==> config.mk <==
export PLATFORM = sky130hd
export DESIGN_NAME = riff_chunk_frame_demux
export DESIGN_NICKNAME = d
export VERILOG_FILES = /design/src/rcfd_pkg.sv /design/src/rcfd_parser.sv /design/src/rcfd_queue.sv /design/src/riff_chunk_frame_demux.sv
export SDC_FILE = /design/constraint.sdc
export NUM_CORES = 1
export LEC_CHECK = 0
export ABC_AREA = 1
export BUFFER_PORTS_ARGS = -buffer_cell sky130_fd_sc_hd__buf_2
export CELL_PAD_IN_SITES_DETAIL_PLACEMENT = 0
export CELL_PAD_IN_SITES_GLOBAL_PLACEMENT = 2
export CORE_MARGIN = 2
export CORE_UTILIZATION = 34
export CTS_BUF_LIST = sky130_fd_sc_hd__clkbuf_2
export CTS_CLUSTER_SIZE = 8
export DETAILED_ROUTE_END_ITERATION = 16
export PLACE_DENSITY_LB_ADDON = 0.1
export SYNTH_ARGS = -nofsm -noshare
export SYNTH_HDL_FRONTEND = slang
export SYNTH_HIERARCHICAL = 1
export SYNTH_SLANG_ARGS = --single-unit
==> constraint.sdc <==
create_clock -name i_clk -period 3 [get_ports i_clk]
set_clock_uncertainty 0.15 [all_clocks]
set_input_delay 0.3 -clock i_clk [delete_from_list [all_inputs] [get_ports i_clk]]
set_output_delay 0.3 -clock i_clk [all_outputs]
set_load 0.02 [all_outputs]
==> src/rcfd_pkg.sv <==
// Package for the RIFF chunk frame demultiplexer.
// Holds the transfer structs, chunk constants and queue sizing; depends on nothing.
package rcfd_pkg;

    localparam int unsigned SIZE_BITS_DEF = 32;
    localparam int unsigned FRAME_W       = 17;
    localparam int unsigned QUEUE_DEPTH   = 4;

    localparam logic [31:0]      LIST_ID          = 32'h5453_494C;
    localparam logic [31:0]      TARGET_ID_RESET  = 32'h6364_3030;
    localparam logic [FRAME_W-1:0] FRAME_LIMIT_RESET = 17'h1_0000;
    localparam logic [2:0]       LIST_TYPE_BYTES  = 3'd4;
    localparam logic [2:0]       HDR_LAST_COUNT   = 3'd7;

    localparam logic REG_FRAME_LIMIT = 1'b0;
    localparam logic REG_TARGET_ID   = 1'b1;

    typedef struct packed {
        logic [7:0] data_byte;
        logic       region_last;
    } t_in;

    typedef struct packed {
        logic [7:0]         payload_byte;
        logic               frame_first;
        logic               frame_last;
        logic [FRAME_W-1:0] frame_size;
        logic               keyframe;
        logic               truncated;
    } t_out;

endpackage

==> src/rcfd_parser.sv <==
// Front part: walks the chunk headers byte by byte and classifies each byte.
// Emits one result struct per payload byte of a matching chunk; uses rcfd_pkg.
module rcfd_parser import rcfd_pkg::*; #(
    parameter int unsigned SIZE_BITS = SIZE_BITS_DEF
) (
    input  logic               i_clk,
    input  logic               i_rst_n,
    input  logic               i_accept,
    input  t_in                i_item,
    input  logic [FRAME_W-1:0] i_frame_limit,
    input  logic [31:0]        i_target_id,
    output logic               o_valid,
    output t_out               o_result
);

    typedef enum logic [1:0] {
        PH_HEADER,
        PH_PAYLOAD,
        PH_SKIP
    } t_phase;

    t_phase               r_phase, n_phase;
    logic [2:0]           r_cnt, n_cnt;
    logic [55:0]          r_hdr, n_hdr;
    logic [SIZE_BITS-1:0] r_rem, n_rem;
    logic                 r_pad, n_pad;
    logic                 r_key, n_key;
    logic [FRAME_W-1:0]   r_cur, n_cur;

    logic [63:0]          hdr_full;
    logic [31:0]          hdr_id;
    logic [SIZE_BITS-1:0] hdr_size;
    logic                 rem_end;
    logic                 is_first;

    assign hdr_full = {i_item.data_byte, r_hdr};
    assign hdr_id   = hdr_full[31:0];
    assign hdr_size = hdr_full[32 +: SIZE_BITS];
    assign rem_end  = (r_rem <= SIZE_BITS'(1));
    assign is_first = (r_rem == SIZE_BITS'(r_cur));

    always_comb begin
        n_phase  = r_phase;
        n_cnt    = r_cnt;
        n_hdr    = r_hdr;
        n_rem    = r_rem;
        n_pad    = r_pad;
        n_key    = r_key;
        n_cur    = r_cur;
        o_valid  = 1'b0;
        o_result = '0;

        unique case (r_phase)
            PH_HEADER: begin
                n_hdr = {i_item.data_byte, r_hdr[55:8]};
                n_cnt = r_cnt + 3'd1;
                if (r_cnt == HDR_LAST_COUNT) begin
                    if (hdr_id == LIST_ID) begin
                        n_rem   = SIZE_BITS'(LIST_TYPE_BYTES);
                        n_pad   = 1'b0;
                        n_phase = PH_SKIP;
                    end else if (hdr_id == i_target_id && hdr_size != '0 &&
                                 hdr_size <= SIZE_BITS'(i_frame_limit)) begin
                        n_pad   = hdr_size[0];
                        n_cur   = hdr_size[FRAME_W-1:0];
                        n_rem   = hdr_size;
                        n_phase = PH_PAYLOAD;
                    end else if (hdr_size == '0) begin
                        n_pad   = 1'b0;
                        n_phase = PH_HEADER;
                    end else begin
                        n_pad   = hdr_size[0];
                        n_rem   = hdr_size;
                        n_phase = PH_SKIP;
                    end
                end
            end
            PH_PAYLOAD: begin
                o_valid               = i_accept;
                o_result.payload_byte = i_item.data_byte;
                o_result.frame_first  = is_first;
                o_result.frame_last   = rem_end || i_item.region_last;
                o_result.frame_size   = r_cur;
                o_result.keyframe     = r_key;
                o_result.truncated    = i_item.region_last && !rem_end;
                if (rem_end) begin
                    n_key = 1'b0;
                    n_cur = '0;
                    if (r_pad) begin
                        n_pad   = 1'b0;
                        n_rem   = SIZE_BITS'(1);
                        n_phase = PH_SKIP;
                    end else begin
                        n_rem   = '0;
                        n_phase = PH_HEADER;
                    end
                end else begin
                    n_rem = r_rem - SIZE_BITS'(1);
                end
            end
            PH_SKIP: begin
                if (rem_end) begin
                    if (r_pad) begin
                        n_pad   = 1'b0;
                        n_rem   = SIZE_BITS'(1);
                        n_phase = PH_SKIP;
                    end else begin
                        n_rem   = '0;
                        n_phase = PH_HEADER;
                    end
                end else begin
                    n_rem = r_rem - SIZE_BITS'(1);
                end
            end
            default: begin
                n_phase = PH_HEADER;
            end
        endcase

        if (i_item.region_last) begin
            n_phase = PH_HEADER;
            n_cnt   = '0;
            n_hdr   = '0;
            n_rem   = '0;
            n_pad   = 1'b0;
            n_key   = 1'b1;
            n_cur   = '0;
        end
    end

    always_ff @(posedge i_clk) begin
        if (!i_rst_n) begin
            r_phase <= PH_HEADER;
            r_cnt   <= '0;
            r_hdr   <= '0;
            r_rem   <= '0;
            r_pad   <= 1'b0;
            r_key   <= 1'b1;
            r_cur   <= '0;
        end else if (i_accept) begin
            r_phase <= n_phase;
            r_cnt   <= n_cnt;
            r_hdr   <= n_hdr;
            r_rem   <= n_rem;
            r_pad   <= n_pad;
            r_key   <= n_key;
            r_cur   <= n_cur;
        end
    end

endmodule

==> src/rcfd_queue.sv <==
// Back part: a short queue that holds classified payload bytes until taken.
// The depth comes from rcfd_pkg and must be a power of two.
module rcfd_queue import rcfd_pkg::*; (
    input  logic i_clk,
    input  logic i_rst_n,
    input  logic i_wr,
    input  t_out i_wdata,
    input  logic i_rd,
    output logic o_full,
    output logic o_empty,
    output t_out o_rdata
);

    localparam int unsigned PTR_W = $clog2(QUEUE_DEPTH);
    localparam int unsigned CNT_W = $clog2(QUEUE_DEPTH + 1);

    t_out             r_mem [QUEUE_DEPTH];
    logic [PTR_W-1:0] r_wptr;
    logic [PTR_W-1:0] r_rptr;
    logic [CNT_W-1:0] r_count;
    logic             do_wr;
    logic             do_rd;

    assign o_full  = (r_count == CNT_W'(QUEUE_DEPTH));
    assign o_empty = (r_count == '0);
    assign o_rdata = r_mem[r_rptr];
    assign do_wr   = i_wr && !o_full;
    assign do_rd   = i_rd && !o_empty;

    always_ff @(posedge i_clk) begin
        if (do_wr) begin
            r_mem[r_wptr] <= i_wdata;
        end
    end

    always_ff @(posedge i_clk) begin
        if (!i_rst_n) begin
            r_wptr  <= '0;
            r_rptr  <= '0;
            r_count <= '0;
        end else begin
            if (do_wr) begin
                r_wptr <= r_wptr + PTR_W'(1);
            end
            if (do_rd) begin
                r_rptr <= r_rptr + PTR_W'(1);
            end
            if (do_wr && !do_rd) begin
                r_count <= r_count + CNT_W'(1);
            end else if (do_rd && !do_wr) begin
                r_count <= r_count - CNT_W'(1);
            end
        end
    end

endmodule

==> src/riff_chunk_frame_demux.sv <==
// Top level of the RIFF chunk frame demultiplexer: configuration registers,
// parser front part and result queue; uses rcfd_pkg, rcfd_parser and rcfd_queue.
//
//  Channel   Handshake                        Payload
//  input     push / full                      i_data  (t_in: data_byte, region_last)
//  result    pop / empty                      o_data  (t_out: payload byte and flags)
//  config    psel, penable, pwrite, pready    paddr[2] selects register, pwdata / prdata
//
// One byte is taken per cycle while full is low; a payload byte reaches the result
// side in the cycle after its transfer, and other bytes produce nothing.
// The result queue holds four entries; full rises only when the result side stalls.
// Reset is synchronous and puts the parser, queue and registers in their reset state.
// frame_limit sits at address 0 and target_id at address 4.
module riff_chunk_frame_demux import rcfd_pkg::*; #(
    parameter int unsigned SIZE_BITS = SIZE_BITS_DEF
) (
    input  logic        i_clk,
    input  logic        i_rst_n,
    input  logic        push,
    output logic        full,
    input  t_in         i_data,
    input  logic        pop,
    output logic        empty,
    output t_out        o_data,
    input  logic        psel,
    input  logic        penable,
    input  logic        pwrite,
    input  logic [2:0]  paddr,
    input  logic [31:0] pwdata,
    output logic [31:0] prdata,
    output logic        pready
);

    logic [FRAME_W-1:0] r_frame_limit;
    logic [31:0]        r_target_id;
    logic               cfg_wr;
    logic               in_accept;
    logic               res_valid;
    t_out               res_item;

    assign pready    = 1'b1;
    assign cfg_wr    = psel && penable && pwrite && pready;
    assign in_accept = push && !full;

    always_ff @(posedge i_clk) begin
        if (!i_rst_n) begin
            r_frame_limit <= FRAME_LIMIT_RESET;
            r_target_id   <= TARGET_ID_RESET;
        end else if (cfg_wr) begin
            unique case (paddr[2])
                REG_FRAME_LIMIT: r_frame_limit <= pwdata[FRAME_W-1:0];
                REG_TARGET_ID:   r_target_id   <= pwdata;
                default:         r_target_id   <= r_target_id;
            endcase
        end
    end

    always_comb begin
        unique case (paddr[2])
            REG_FRAME_LIMIT: prdata = 32'(r_frame_limit);
            REG_TARGET_ID:   prdata = r_target_id;
            default:         prdata = '0;
        endcase
    end

    rcfd_parser #(
        .SIZE_BITS(SIZE_BITS)
    ) u_parser (
        .i_clk        (i_clk),
        .i_rst_n      (i_rst_n),
        .i_accept     (in_accept),
        .i_item       (i_data),
        .i_frame_limit(r_frame_limit),
        .i_target_id  (r_target_id),
        .o_valid      (res_valid),
        .o_result     (res_item)
    );

    rcfd_queue u_queue (
        .i_clk  (i_clk),
        .i_rst_n(i_rst_n),
        .i_wr   (res_valid),
        .i_wdata(res_item),
        .i_rd   (pop),
        .o_full (full),
        .o_empty(empty),
        .o_rdata(o_data)
    );

endmodule

==> out/metrics.csv <==
metric,value,unit
Post-Syn Area per Cell,8.01,sq um
first-pass GRT wire length,70800,um
Tightest Pin Transition,1.15,ns
number of global-route vias before repair,12700,
synth warn,6,
Routed wire per std cell,16.7,um
clock root cell,clkbuf_2,
post-place setup slack,0.369,ns
detailed-placement wirelength estimate,29100,um
"Req. time, crit path",3.71,ns
f_max,0.356,GHz
Pre-Repair DR Iteration Count,5,
Core Rows,75,
Area Overhead vs Synth,24.2,%
Congestion Overflow GR,0,
vias per inst,4.81,
Final Hold Fails,0,
"FFs w/ async S/R, synth",0,
"Seq/Total Area, Yosys",0.476,
Max Cap Viol,0,
RSZ-0062 raised after global routing,no,
final RePlAce weighted congestion,0.776,
"FF+latch count, synth",286,
WP data arrival,3.51,ns
initial antenna violation count,1,
Startpoint Class,primary input,
die height,210,um
CTS tree,done,
layout cells sized above 1,0.178,
total I/O pin count,115,
post-synth cell types,53,
maximum vdd drop,0.348,mV
cts bufs inserted,82,
minimum clock period,2.81,ns
Final Worst Setup Slack,0.195,ns
Clock Tree Buf Depth,3,
H-Tree Depth,3,
buffers added on ports,111,
Layout Nets,2183,
"Cell Area, Synth",14500,sq um
number of synthesized flops with an enable pin,116,
critical path type,in2reg,
largest net degree at the start of global routing,61,
pwr/cell area,588,nW/um^2
Post-synth top flop,dfxtp_1,
Die Width,210,um
worst min path class,in2reg,
WHS,0.119,ns
Tot GR Track Use,0.207,
Initial Util,0.345,
outcome,"finished, final reports clean",
Crit. End Element,flip-flop,
Initial DRC Count,726,
max-slew violation count,0,
Die ar.,44200,sq um
Worst-path clk slew,0.10,ns
Core Area,41900,sq um
number of remaining DRC errors,0,
Rel. slew slack,0.232,
CP Max Fanout,29,
# setup viols final,0,
"Net Count, Synth",1886,
final period utilization,0.935,
drt total wl,45200,um
antenna-violating nets left,0,
clock sinks,286,
Cells after Synth,1805,
Worst-Skew Late Latency,0.99,ns
fill count,4383,
vias,13000,
static leakage,0.00765,uW
[where the power goes]
part	total [uW]	switching, uW	leakage (uW)	internal (uW)
registers	4410	215	0.00253	4190
clock network	3060	1740	0.000590	1320
logic	3090	1970	0.00453	1120
total	10600	3920	0.00765	6640
[final timing paths]
path	to	slack, ns	start	depth (start not counted)
worst max-delay path	r_target_id[14]	0.19	pwrite	10
worst min register to register	u_parser/r_hdr[45]	0.32	u_parser/r_hdr[53]	2
worst min-delay path	u_parser/r_hdr[53]	0.12	i_data[6]	4
worst max register to register	u_parser/r_key	0.27	u_parser/r_rem[29]	11
[worst max-delay path: stages]
cell	delay [ns]
dlygate4sd3_1	0.53
buf_2	0.12
inv_1	0.04
nor2_2	0.11
buf_4	0.20
dlygate4sd3_1	1.34
nand3_1	0.14
dlygate4sd3_1	0.62
nand2_1	0.06
nor2_1	0.04
[layout by cell type, fill, tap and decap left out, types with 3 or more instances in the layout]
cell / instances
nand2_1: 422
nor2_1: 225
inv_1: 182
dfxtp_1: 168
dlygate4sd3_1: 144
a21oi_1: 125
clkbuf_2: 119
edfxtp_1: 116
o21ai_0: 113
buf_2: 110
nand3_1: 100
buf_4: 37
nor2_4: 30
ha_1: 29
clkinv_1: 26
xnor2_1: 25
o22ai_2: 20
nor2_2: 18
xor2_1: 18
a31oi_1: 15
nand4_1: 13
o22ai_1: 13
nor4_1: 10
buf_12: 10
inv_2: 9
nor3_1: 9
or2_2: 7
nand2_2: 5
a21oi_2: 4
bufinv_16: 3
a221oi_1: 3
o21ai_1: 3
o211a_1: 3
nand3b_1: 3
[Yosys cell counts (15+ instances only)]
library cell    n  area (sq um)
edfxtp_1      116          3480
a31oi_1        15          93.8
xnor2_1        25           219
xor2_1         18           158
nor2_4         29           327
nor2_1        231           867
nand2_1       422          1580
ha_1           29           363
inv_1         182           683
o22ai_2        20           250
a21oi_1       125           626
o21ai_0       113           566
nand3_1       100           500
dfxtp_1       170          3400
clkbuf_1       33           124
buf_2          30           150
[kinds of logic (layout without fill, tap and decap cells)]
family | Yosys count | in the layout | synth area share
flops | 286 | 286 | 0.476
other cells | 1 | 2 | 0.000259
buf+inv | 281 | 644 | 0.0845
compound gates | 311 | 311 | 0.127
fa+ha+maj | 30 | 30 | 0.0265
simple gates | 853 | 854 | 0.259
xor+xnor | 43 | 43 | 0.0261
[metal layers]
metal	vias to the layer above	global-route usage	routed length, um
met5	-	0	0
met1	6169	0.282	21200
met4	0	0.0695	921
met2	244	0.335	21300
li1	6543	-	-
met3	69	0.0331	1760
[state kept, by name (all words and copies together), names as in the netlist, named ones only]
name,count
u_parser/r_rem,32
u_queue/r_wptr,2
u_parser/r_cnt,3
u_parser/r_cur,17
u_queue/r_mem,116
r_target_id,32
r_frame_limit,17
u_parser/r_phase,2
u_queue/r_count,3
u_queue/r_rptr,2
u_parser/r_hdr,56
u_parser/r_key,1
u_parser/r_pad,1
[stage by stage]
step           instances  area, sq um  utilization  power, uW  setup TNS, ns
3_5_place_dp        2412        15700        0.374       7470              0
4_1_cts             2707        17900        0.428      10700              0
6_report            2709        18000        0.428      10600              0
3_3_place_gp        2412        15700        0.374       7450              0
5_1_grt             2709        18000        0.428      11300              0
2_1_floorplan       1805        14500            -       6670         -30.40
[timing repair]
action,in CTS,in global routing
hold buffers,144,0
gates resized for setup,4,0
buffers inserted,0,0
setup endpoints to repair,15,6
hold endpoints to repair,210,0
gates cloned,0,1
pin swaps,0,1
[area by class of cell]
class                      instances  area [sq um]  share of cell area
clock inverter                    32           200              0.0112
clock buffer                     119           596              0.0332
sequential                       286          6890               0.384
inverter                         191           722              0.0402
tap                              539           674              0.0376
multi-input combinational       1239          6390               0.356
antenna                            1          2.50            0.000139
timing repair buffer             302          2480               0.138
No activity file was read; power rests on OpenSTA's default activity.
